### config.mk
export PLATFORM = sky130hd
export DESIGN_NAME = six_step_bldc_commutator_unit
export DESIGN_NICKNAME = d
export VERILOG_FILES = /design/src/rtl/core/ssbc_pkg.sv /design/src/rtl/core/ssbc_step_logic.sv /design/src/rtl/core/six_step_bldc_commutator_unit.sv
export SDC_FILE = /design/constraint.sdc
export NUM_CORES = 1
export LEC_CHECK = 0
export ABC_AREA = 0
export BUFFER_PORTS_ARGS = -buffer_cell sky130_fd_sc_hd__buf_4
export CAP_MARGIN = 5
export CELL_PAD_IN_SITES_DETAIL_PLACEMENT = 0
export CELL_PAD_IN_SITES_GLOBAL_PLACEMENT = 2
export CORE_UTILIZATION = 38
export DETAILED_ROUTE_END_ITERATION = 6
export GPL_ROUTABILITY_DRIVEN = 0
export PLACE_DENSITY_LB_ADDON = 0.1
export SETUP_SLACK_MARGIN = 0.1
export SLEW_MARGIN = 20
export SYNTH_ARGS = -nofsm -noshare
export SYNTH_HDL_FRONTEND = slang
export SYNTH_SLANG_ARGS = --single-unit
### constraint.sdc
create_clock -name clk_i -period 5.72 [get_ports clk_i]
set_input_delay 0.286 -clock clk_i [delete_from_list [all_inputs] [get_ports clk_i]]
set_output_delay 0.286 -clock clk_i [all_outputs]
set_load 0.03 [all_outputs]
### src/rtl/core/ssbc_pkg.sv
// Shared types, step tables and constants for the six-step commutator.
`default_nettype none
package ssbc_pkg;

  localparam int PULSE_BITS = 16;
  localparam int NUM_PHASES = 3;
  localparam int NUM_STEPS  = 6;

  typedef logic [PULSE_BITS-1:0] pulse_t;
  typedef logic [2:0]            step_t;
  typedef logic [1:0]            phase_t;

  localparam step_t STEP_FIRST = 3'd1;
  localparam step_t STEP_LAST  = 3'd6;

  localparam logic CFG_MODULATION_MODE = 1'b0;
  localparam logic CFG_MAX_PULSE       = 1'b1;

  localparam pulse_t MAX_PULSE_RESET = '1;

  localparam phase_t OFF_PHASE  [NUM_STEPS] = '{2'd2, 2'd1, 2'd0, 2'd2, 2'd1, 2'd0};
  localparam phase_t HIGH_PHASE [NUM_STEPS] = '{2'd0, 2'd0, 2'd1, 2'd1, 2'd2, 2'd2};
  localparam phase_t LOW_PHASE  [NUM_STEPS] = '{2'd1, 2'd2, 2'd2, 2'd0, 2'd0, 2'd1};
  localparam phase_t HALL_PHASE [NUM_STEPS] = '{2'd2, 2'd1, 2'd0, 2'd2, 2'd1, 2'd0};

  typedef struct packed {
    step_t                         step;
    logic [2*NUM_PHASES-1:0]       sw_en;
    logic [NUM_PHASES-1:0][PULSE_BITS-1:0] cmp;
    phase_t                        hall_sel;
    logic                          hall_pol;
  } bridge_state_t;

  typedef struct packed {
    logic   mode;
    pulse_t max_pulse;
  } cfg_t;

endpackage
`default_nettype wire

### src/rtl/core/ssbc_step_logic.sv
// Next bridge, compare and Hall state for one commutation request.
`default_nettype none
module ssbc_step_logic (
  input  ssbc_pkg::bridge_state_t cur_i,
  input  ssbc_pkg::cfg_t          cfg_i,
  input  logic                    ccw_i,
  input  ssbc_pkg::pulse_t        duty_i,
  output ssbc_pkg::bridge_state_t nxt_o
);

  logic             in_range;
  ssbc_pkg::step_t  idx;
  ssbc_pkg::phase_t off_p;
  ssbc_pkg::phase_t hi_p;
  ssbc_pkg::phase_t lo_p;
  ssbc_pkg::pulse_t hi_val;
  ssbc_pkg::pulse_t lo_val;

  assign in_range = cur_i.step inside {[ssbc_pkg::STEP_FIRST:ssbc_pkg::STEP_LAST]};
  assign idx      = in_range ? (cur_i.step - 3'd1) : 3'd0;
  assign off_p    = ssbc_pkg::OFF_PHASE[idx];
  assign hi_p     = ssbc_pkg::HIGH_PHASE[idx];
  assign lo_p     = ssbc_pkg::LOW_PHASE[idx];
  assign hi_val   = cfg_i.mode ? cfg_i.max_pulse : duty_i;
  assign lo_val   = cfg_i.mode ? duty_i : cfg_i.max_pulse;

  always_comb begin
    nxt_o = cur_i;
    if (in_range) begin
      for (int p = 0; p < ssbc_pkg::NUM_PHASES; p++) begin
        if (off_p == 2'(p)) begin
          nxt_o.sw_en[2*p]   = 1'b0;
          nxt_o.sw_en[2*p+1] = 1'b0;
        end
        if (hi_p == 2'(p)) begin
          nxt_o.sw_en[2*p] = 1'b1;
          nxt_o.cmp[p]     = hi_val;
        end
        if (lo_p == 2'(p)) begin
          nxt_o.sw_en[2*p+1] = 1'b1;
          nxt_o.cmp[p]       = lo_val;
        end
      end
      nxt_o.hall_sel = ssbc_pkg::HALL_PHASE[idx];
      nxt_o.hall_pol = ccw_i ^ cur_i.step[0];
      if (ccw_i) begin
        nxt_o.step = (cur_i.step == ssbc_pkg::STEP_FIRST) ? ssbc_pkg::STEP_LAST
                                                          : cur_i.step - 3'd1;
      end else begin
        nxt_o.step = (cur_i.step == ssbc_pkg::STEP_LAST) ? ssbc_pkg::STEP_FIRST
                                                         : cur_i.step + 3'd1;
      end
    end else begin
      nxt_o.sw_en = '0;
      nxt_o.step  = ccw_i ? ssbc_pkg::STEP_LAST : ssbc_pkg::STEP_FIRST;
    end
  end

endmodule
`default_nettype wire

### src/rtl/core/six_step_bldc_commutator_unit.sv
// Top level of the six-step commutator: request register, step logic, result register.
//
// Each input request is one commutation event (direction, duty). The block
// answers every request with one result: the six switch enables, the three
// phase compares, the Hall channel and edge to watch, and the next step.
// Requests are taken on in_valid_i && in_ready_o, results leave on
// out_valid_o && out_ready_i.
// A result passes from the request register through the step table into the
// result register, which takes it once the receiver is not stalling it;
// out_valid_o rises as the result register takes it.
// Throughput is one request per cycle unless the receiver stalls; the result
// register's state feeds the step table, so consecutive requests chain with no gap.
// When the receiver stalls, the result holds and one further request waits in
// the request register; in_ready_o drops only when both are full.
// Reset clears both valid flags, sets step 0 (out of range), all switches off,
// compares and Hall selection zero, modulation mode 0 and max pulse all ones.
// The first request after reset turns the bridge off and starts at step 1
// (clockwise) or step 6 (counter-clockwise).
// Configuration writes are registered and must be made while idle.
`default_nettype none
module six_step_bldc_commutator_unit (
  input  logic        clk_i,
  input  logic        rst_ni,
  input  logic        cfg_we_i,
  input  logic        cfg_index_i,
  input  logic [15:0] cfg_data_i,
  input  logic        in_valid_i,
  output logic        in_ready_o,
  input  logic        direction_ccw_i,
  input  logic [15:0] duty_pulse_i,
  output logic        out_valid_o,
  input  logic        out_ready_i,
  output logic        a_high_on_o,
  output logic        a_low_on_o,
  output logic        b_high_on_o,
  output logic        b_low_on_o,
  output logic        c_high_on_o,
  output logic        c_low_on_o,
  output logic [15:0] compare_a_o,
  output logic [15:0] compare_b_o,
  output logic [15:0] compare_c_o,
  output logic [1:0]  watched_hall_o,
  output logic        hall_edge_falling_o,
  output logic [2:0]  next_step_o
);

  ssbc_pkg::cfg_t          cfg_q;
  logic                    req_valid_q;
  logic                    req_ccw_q;
  ssbc_pkg::pulse_t        req_duty_q;
  logic                    out_valid_q;
  ssbc_pkg::bridge_state_t state_q;
  ssbc_pkg::bridge_state_t state_d;
  logic                    advance;

  assign advance    = req_valid_q && (!out_valid_q || out_ready_i);
  assign in_ready_o = !req_valid_q || advance;

  always_ff @(posedge clk_i or negedge rst_ni) begin
    if (!rst_ni) begin
      cfg_q.mode      <= 1'b0;
      cfg_q.max_pulse <= ssbc_pkg::MAX_PULSE_RESET;
    end else if (cfg_we_i) begin
      case (cfg_index_i)
        ssbc_pkg::CFG_MODULATION_MODE: cfg_q.mode      <= cfg_data_i[0];
        ssbc_pkg::CFG_MAX_PULSE:       cfg_q.max_pulse <= cfg_data_i;
        default: ;
      endcase
    end
  end

  always_ff @(posedge clk_i or negedge rst_ni) begin
    if (!rst_ni) begin
      req_valid_q <= 1'b0;
    end else if (in_ready_o) begin
      req_valid_q <= in_valid_i;
    end
  end

  always_ff @(posedge clk_i) begin
    if (in_ready_o && in_valid_i) begin
      req_ccw_q  <= direction_ccw_i;
      req_duty_q <= duty_pulse_i;
    end
  end

  ssbc_step_logic u_step (
    .cur_i  (state_q),
    .cfg_i  (cfg_q),
    .ccw_i  (req_ccw_q),
    .duty_i (req_duty_q),
    .nxt_o  (state_d)
  );

  always_ff @(posedge clk_i or negedge rst_ni) begin
    if (!rst_ni) begin
      out_valid_q <= 1'b0;
      state_q     <= '0;
    end else begin
      if (advance) begin
        out_valid_q <= 1'b1;
        state_q     <= state_d;
      end else if (out_ready_i) begin
        out_valid_q <= 1'b0;
      end
    end
  end

  assign out_valid_o         = out_valid_q;
  assign a_high_on_o         = state_q.sw_en[0];
  assign a_low_on_o          = state_q.sw_en[1];
  assign b_high_on_o         = state_q.sw_en[2];
  assign b_low_on_o          = state_q.sw_en[3];
  assign c_high_on_o         = state_q.sw_en[4];
  assign c_low_on_o          = state_q.sw_en[5];
  assign compare_a_o         = state_q.cmp[0];
  assign compare_b_o         = state_q.cmp[1];
  assign compare_c_o         = state_q.cmp[2];
  assign watched_hall_o      = state_q.hall_sel;
  assign hall_edge_falling_o = state_q.hall_pol;
  assign next_step_o         = state_q.step;

endmodule
`default_nettype wire

Word level (Yosys, flattened, before mapping)
Memory sizes are Yosys's and may differ from the RTL's.
Cells that the tools add are included.
- input bits: 39
- output and inout port bits: 62
- memories kept: 3
- memory bits (read-only): 48
- bits in registers: 96
- memory list (memory ; words ; width ; rd ports ; clocked after memory_dff ; write ports ; RTL line ; text):
    (name not given) ; 8 ; 2 ; 1 ; 0 ; 0 ; ssbc_step_logic.sv:22 ; assign hi_p = ssbc_pkg::HIGH_PHASE[idx];
    (name not given) ; 8 ; 2 ; 1 ; 0 ; 0 ; ssbc_step_logic.sv:21 ; assign off_p = ssbc_pkg::OFF_PHASE[idx];
    (name not given) ; 8 ; 2 ; 1 ; 0 ; 0 ; ssbc_step_logic.sv:23 ; assign lo_p = ssbc_pkg::LOW_PHASE[idx];
- bitwise gates (word level): 3
- equality and inequality tests: 14
- mux-type cells: 31
- magnitude comparators: 3
- add/sub/neg operators: 2
- reductions and logical operators: 26
- operator list (kind ; count):
    two-way mux 16 bit ; 8
    two-way mux 2 bit ; 9
    inequality test 3 bit (second input constant) ; 6
    AND reduction 2 bit ; 9
    two-way mux 3 bit ; 5
    two-way mux 9 bit ; 1
    AND reduction 3 bit ; 3
    two-way mux 1 bit ; 8
    nonzero test 2 bit ; 4
    equality test 2 x 1 -> 1 bit (second input constant) ; 3
    equality test 2 bit (second input constant) ; 3
    logical NOT 2 bit ; 3
    >= comparator 4 bit (second input constant) ; 1
    inverter 3 -> 4 bit ; 1
    adder 3 x 1 -> 3 bit (second input constant) ; 1
    equality test 3 x 1 -> 1 bit (second input constant) ; 1
    equality test 3 bit (second input constant) ; 1
    >= comparator 3 x 1 -> 1 bit (second input constant) ; 1
    less-or-equal comparator 3 bit (second input constant) ; 1
    logical AND 1 bit ; 3
    subtractor 3 x 1 -> 3 bit (second input constant) ; 1
    logical NOT 1 bit ; 2
    logical OR 1 bit ; 2
    inverter 1 bit ; 1
    XOR 1 bit ; 1

Longest topological paths before layout
- word-level depth: 11
- gate-level depth with buffers: 12
- gate-level depth less buffers: 7

Hierarchy
From an unflattened synthesis, not the netlist that was laid out.
- cell total of the unflattened synthesis: 451
- area, all modules: 5647.9 µm²
- by module, submodules not included (module ; cells an instance ; instances ; area an instance (µm²) ; sequential area each (µm²)):
    six_step_bldc_commutator_unit ; 188 ; 1 ; 3738.6 ; 2507.4
    ssbc_step_logic ; 263 ; 1 ; 1909.3 ; 0.0

Least setup slack after synthesis
OpenSTA, ideal clock, no wires.
- path kind: flip-flop to flip-flop
- from: register state_q, in the netlist next_step_o[1]
- to: register state_q, in the netlist compare_b_o[5]
- cell stages (with the launch flop): 12
- clock period less this slack: 2.779 ns
- path slack: 2.941 ns
- data required time: 5.590 ns
- path buffers: 5
- library setup time: 0.130 ns
- data arrival time: 2.649 ns
- cells stage by stage: dfrtp_1 -> buf_2 -> buf_2 -> inv_1 -> ha_1 -> buf_2 -> clkbuf_1 -> o21ai_0 -> a31oi_1 -> nor3_1 -> buf_2 -> a21oi_1
- longest elaborated chain between the ends: 10
- elaborated cells on any way between the ends: 17
- ends and longest elaborated chain (what ; RTL line ; text):
    start, declared ; six_step_bldc_commutator_unit.sv:52 ; ssbc_pkg::bridge_state_t state_q;
    start signal, assigned ; six_step_bldc_commutator_unit.sv:102 ; state_q <= state_d;
    >= comparator 3 x 1 -> 1 bit or less-or-equal comparator 3 bit (tied branches) ; ssbc_step_logic.sv:19 ; assign in_range = cur_i.step inside {[ssbc_pkg::STEP_FIRST:ssbc_pkg::STEP_LAST]};
    logical AND 1 bit ; ssbc_step_logic.sv:19 ;
    two-way mux 3 bit ; ssbc_step_logic.sv:20 ; assign idx = in_range ? (cur_i.step - 3'd1) : 3'd0;
    inverter 3 -> 4 bit (not written as such) ; ssbc_step_logic.sv:22, ssbc_step_logic.sv:23 ;
    memory read (8 x 2 bit) (on tied branches) ; -- ;
    two-way mux 2 bit (on tied branches) (2 in series) ; ssbc_step_logic.sv:23, ssbc_step_logic.sv:22 ;
    equality test 2 x 1 -> 1 bit (on tied branches) ; ssbc_step_logic.sv:39, ssbc_step_logic.sv:35 ;
    nonzero test 2 bit (no line) ; -- ;
    AND reduction 3 bit (no line) ; -- ;
Several ways; a longest one is shown, not always the timed one. The select of a mux whose other input is x is not followed.
A chain may end at the register's enable or synchronous reset.

Worst setup path in the final report
- from: register state_q, in the netlist next_step_o[0]
- to: register state_q, in the netlist compare_c_o[14]
- longest elaborated chain between the ends: 10
- elaborated cells on any way between the ends: 17
- ends and longest elaborated chain (what ; RTL line):
    >= comparator 3 x 1 -> 1 bit or less-or-equal comparator 3 bit (tied branches) ; ssbc_step_logic.sv:19
    logical AND 1 bit ; ssbc_step_logic.sv:19
    two-way mux 3 bit ; ssbc_step_logic.sv:20
    inverter 3 -> 4 bit (not written as such) ; ssbc_step_logic.sv:22, ssbc_step_logic.sv:23
    memory read (8 x 2 bit) (on tied branches) ; --
    two-way mux 2 bit (on tied branches) (2 in series) ; ssbc_step_logic.sv:23, ssbc_step_logic.sv:22
    equality test 2 bit (on tied branches) ; ssbc_step_logic.sv:39, ssbc_step_logic.sv:35
    nonzero test 2 bit (no line) ; --
    AND reduction 3 bit (no line) ; --
Several ways; a longest one is shown, not always the timed one. The select of a mux whose other input is x is not followed.

==> summary.txt <==
Detailed routing
  • Top layer in use: met4
  • DRC: 0
  • Vias: ~4300
  • WL met3: 733 µm
  • DR WL met2: 6510 µm
  • Starting DRC count in detailed routing: 389
  • Met1 WL: 7650 µm
  • WL/cell: 20.4 µm
  • Number of detailed-routing iterations run before antenna repair: 4
  • Vias per std cell: 5.86
  • Remaining antenna violation count after routing: 0
  • Final WL: 15100 µm

Finish
  • N_diodes: 0
  • Layout Cells excl Fill: 741
  • Post-route cell area: slightly above 6000 µm²
  • Layout cells sized above 1: 30.6%
  • Area grow syn2layout: 21.9%
  • Final net count: 610
  • # fillers: 1234

Clocking
  • Sink Count: 96
  • Clk buf depth: 2
  • Postcts setup bufs: 0
  • Worst-path clk slew: 0.07 ns
  • Cts-stage hold buffer count: 0
  • Post-CTS sizing: 0
  • Worst skew pair latency: 0.36 ns
  • Htree depth: 3
  • Total CTS buffers: 9
  • TritonCTS clock tree: done
  • CTS Root Cell: clkbuf_16

Synth
  • Syn_area_per_cell: 10.5 µm²
  • Seq/Total Area, Yosys: 49.2%
  • FF+latch count, synth: 96
  • Yosys warnings: 0
  • Yosys cell types: 54
  • Largest cells by area after synthesis: dfrtp_1 (31%), edfxtp_1 (10%), dfstp_2 (8.2%), a21oi_1 (5.5%), o221ai_1 (5.3%)
  • Synth area leader: dfrtp_1
  • Post-synth EDFFs: 17
  • Asr flop ratio synth: 82.3%
  • Gate Count Post-Synth: 487
  • Syn nets: around 530
  • Post-synth top area share: 30.9%
  • Post-synthesis cell area: between 5000 and 6000 µm²
  • Most used DFF post-synth: dfrtp_1

Floorplan
  • I/O pin count: 101
  • Die area: 13900 µm²
  • Die Y: 118 µm
  • Starting Density: between 30 and 40%
  • Core area: 12800 µm²
  • Placement Rows: 41
  • Die extent in x: 118 µm

Place
  • Port Buffers: 100
  • Dpl cells: 725
  • Post-placement cell area: between 5000 and 6000 µm²
  • Post-DP HPWL: 9720 µm

Setup path
  • R2R Setup Slk: 1.83 ns
  • Critical Path RT: 5.98 ns
  • CP Class: reg2reg
  • Worst setup SP type: flop
  • Worst r2r src: next_step_o[0]
  • Reg2Reg Capture Point: compare_c_o[14]
  • Worst-path maximum fanout: 33
  • CP Data Arrival Time: 4.15 ns
  • Path depth of the worst reg2reg path: 7
  • Setup crit end kind: flop

Timing
  • Tmin final: 3.89 ns
  • Final hold violations: 20
  • Worst Skew: about 0.0079 ns
  • Unrepaired setup endpoints after global routing: no
  • Relative slew slack: 25.5%
  • Setup TNS Final: 0 ns
  • Final setup vio count: 0
  • Max Freq: 257 MHz
  • Final hold slack: -0.0709 ns
  • Worst slew pin tran: ~1.1 ns
  • Fin crit share: 68.0%
  • Slew Limit Fails: 0

Power
  • Sequential share of power: about 29%
  • Clock Power Share: 16.2%
  • Switching share of total power: 48.0%
  • Pint: 2.13 mW
  • Pwr Density: 660 nW/µm²
  • LEAKAGE: roughly 2.5 nW
  • Sw power: 1.97 mW
  • VDD IR max: 0.000300 V
  • Combinational power share: 54.5%

Global route
  • First-pass GRT wire length: 24200 µm
  • Gr ovfl total: 0
  • GRT Util Overall: 22.5%
  • Largest net degree at the start of global routing: 80
  • Initial antenna violation count: 0
  • Vias in the first global route: 4149

Min path
  • Hold/Removal Path Class: in2async

Flow run
  • Max Cap Viol: 0

Outcome
  • Status: complete, but fails checks
  • Failing checks: negative hold slack
[metal layers]
layer,vias up,GRT usage (%)
li1,2006,-
met3,17,4.51
met4,0,6.73
met1,2183,34.7
met2,138,31.2
met5,-,0
[worst max-delay path by stage]
stage / startpoint / endpoint / slack [ns] / cells past startpoint
after floorplan: next_step_o[1] / compare_b_o[5] / 2.94 / 11
after global placement: next_step_o[0] / compare_c_o[14] / 2.01 / 7
after detailed placement: next_step_o[0] / compare_c_o[14] / 1.94 / 7
after CTS: next_step_o[0] / compare_c_o[14] / 1.91 / 7
after global routing: next_step_o[0] / compare_c_o[14] / 1.50 / 7
final: next_step_o[0] / compare_c_o[14] / 1.83 / 7
[cells by family (layout without fill, tap and decap cells)]
group           Yosys count  in the layout  synth area share [%]
compound gates          181            181                  24.8
simple gates            114            114                  11.3
flops                    96             96                  49.2
buf+inv                  54            136                  5.77
mux                      32             32                  6.68
fa+ha+maj                 7              7                  1.72
xor+xnor                  3              3                 0.516
[worst max-delay path: stages (launching register included)]
cell and delay, ns:
dfrtp_1 0.89, inv_1 0.41, ha_1 0.76, xor2_1 0.23
and3_1 0.28, o21ai_4 0.67, mux2i_1 0.22, a221oi_2 0.32
[flip-flops by register name, indices dropped and copies added, names as in the netlist, 2 cells and up]
signal and cells:
cfg_q 17, compare_a_o 16, compare_b_o 16, compare_c_o 16
next_step_o 3, req_duty_q 16, watched_hall_o 2
[synth_stat cells, drive strengths merged, types with 17 or more instances]
cell and number:
nand2 36, o221ai 31, edfxtp 17, nor2 29
a211oi 22, o22ai 18, buf 27, and2 17
dfrtp 63, a21oi 56
[cells in the final DEF (no fill, tap or decap), types with 9 or more instances in the layout]
cell type / n
o21ai_0: 11
dfstp_2: 16
nand2_1: 35
o22ai_1: 18
a21oi_1: 55
buf_4: 107
mux2i_1: 16
nor2_1: 29
and2_1: 17
edfxtp_1: 17
o32ai_1: 16
inv_1: 11
o221ai_1: 31
a211oi_1: 20
clkbuf_16: 9
mux2_2: 16
dfrtp_1: 63
[power by group through the flow]
| stage | Combinational [mW] | Clock [mW] | Sequential, mW |
|---|---|---|---|
| CTS | 2.23 | 0.675 | 1.20 |
| global placement | 2.21 | 0 | 1.20 |
| finish | 2.24 | 0.665 | 1.20 |
| detailed placement | 2.23 | 0 | 1.21 |
| global route | 2.41 | 0.705 | 1.23 |
| floorplan | 1.20 | 0 | 1.49 |
[area by class of cell]
cell class	instances	area (µm²)	share of cell area [%]
repair buffers	108	815	13.1
clock buffers	10	239	3.85
well taps	172	215	3.46
clock inverters	6	81.3	1.31
flip-flops and latches	96	2510	40.3
inverters	12	45.0	0.725
multi-input cells	337	2310	37.2
[through the flow]
| step | hold slack [ns] | worst slack [ns] | power (mW) | util [%] |
|---|---|---|---|---|
| CTS | 0.0981 | 1.91 | 4.10 | 48.4 |
| detailed placement | 0.465 | 1.94 | 3.43 | 45.9 |
| floorplan | -0.00959 | 2.94 | 2.69 | - |
| global placement | 0.464 | 2.01 | 3.41 | 45.9 |
| global route | 0.00816 | 1.50 | 4.35 | 48.5 |
| finish | -0.0709 | 1.83 | 4.10 | 48.5 |
Power figures use the tool's default switching activity.
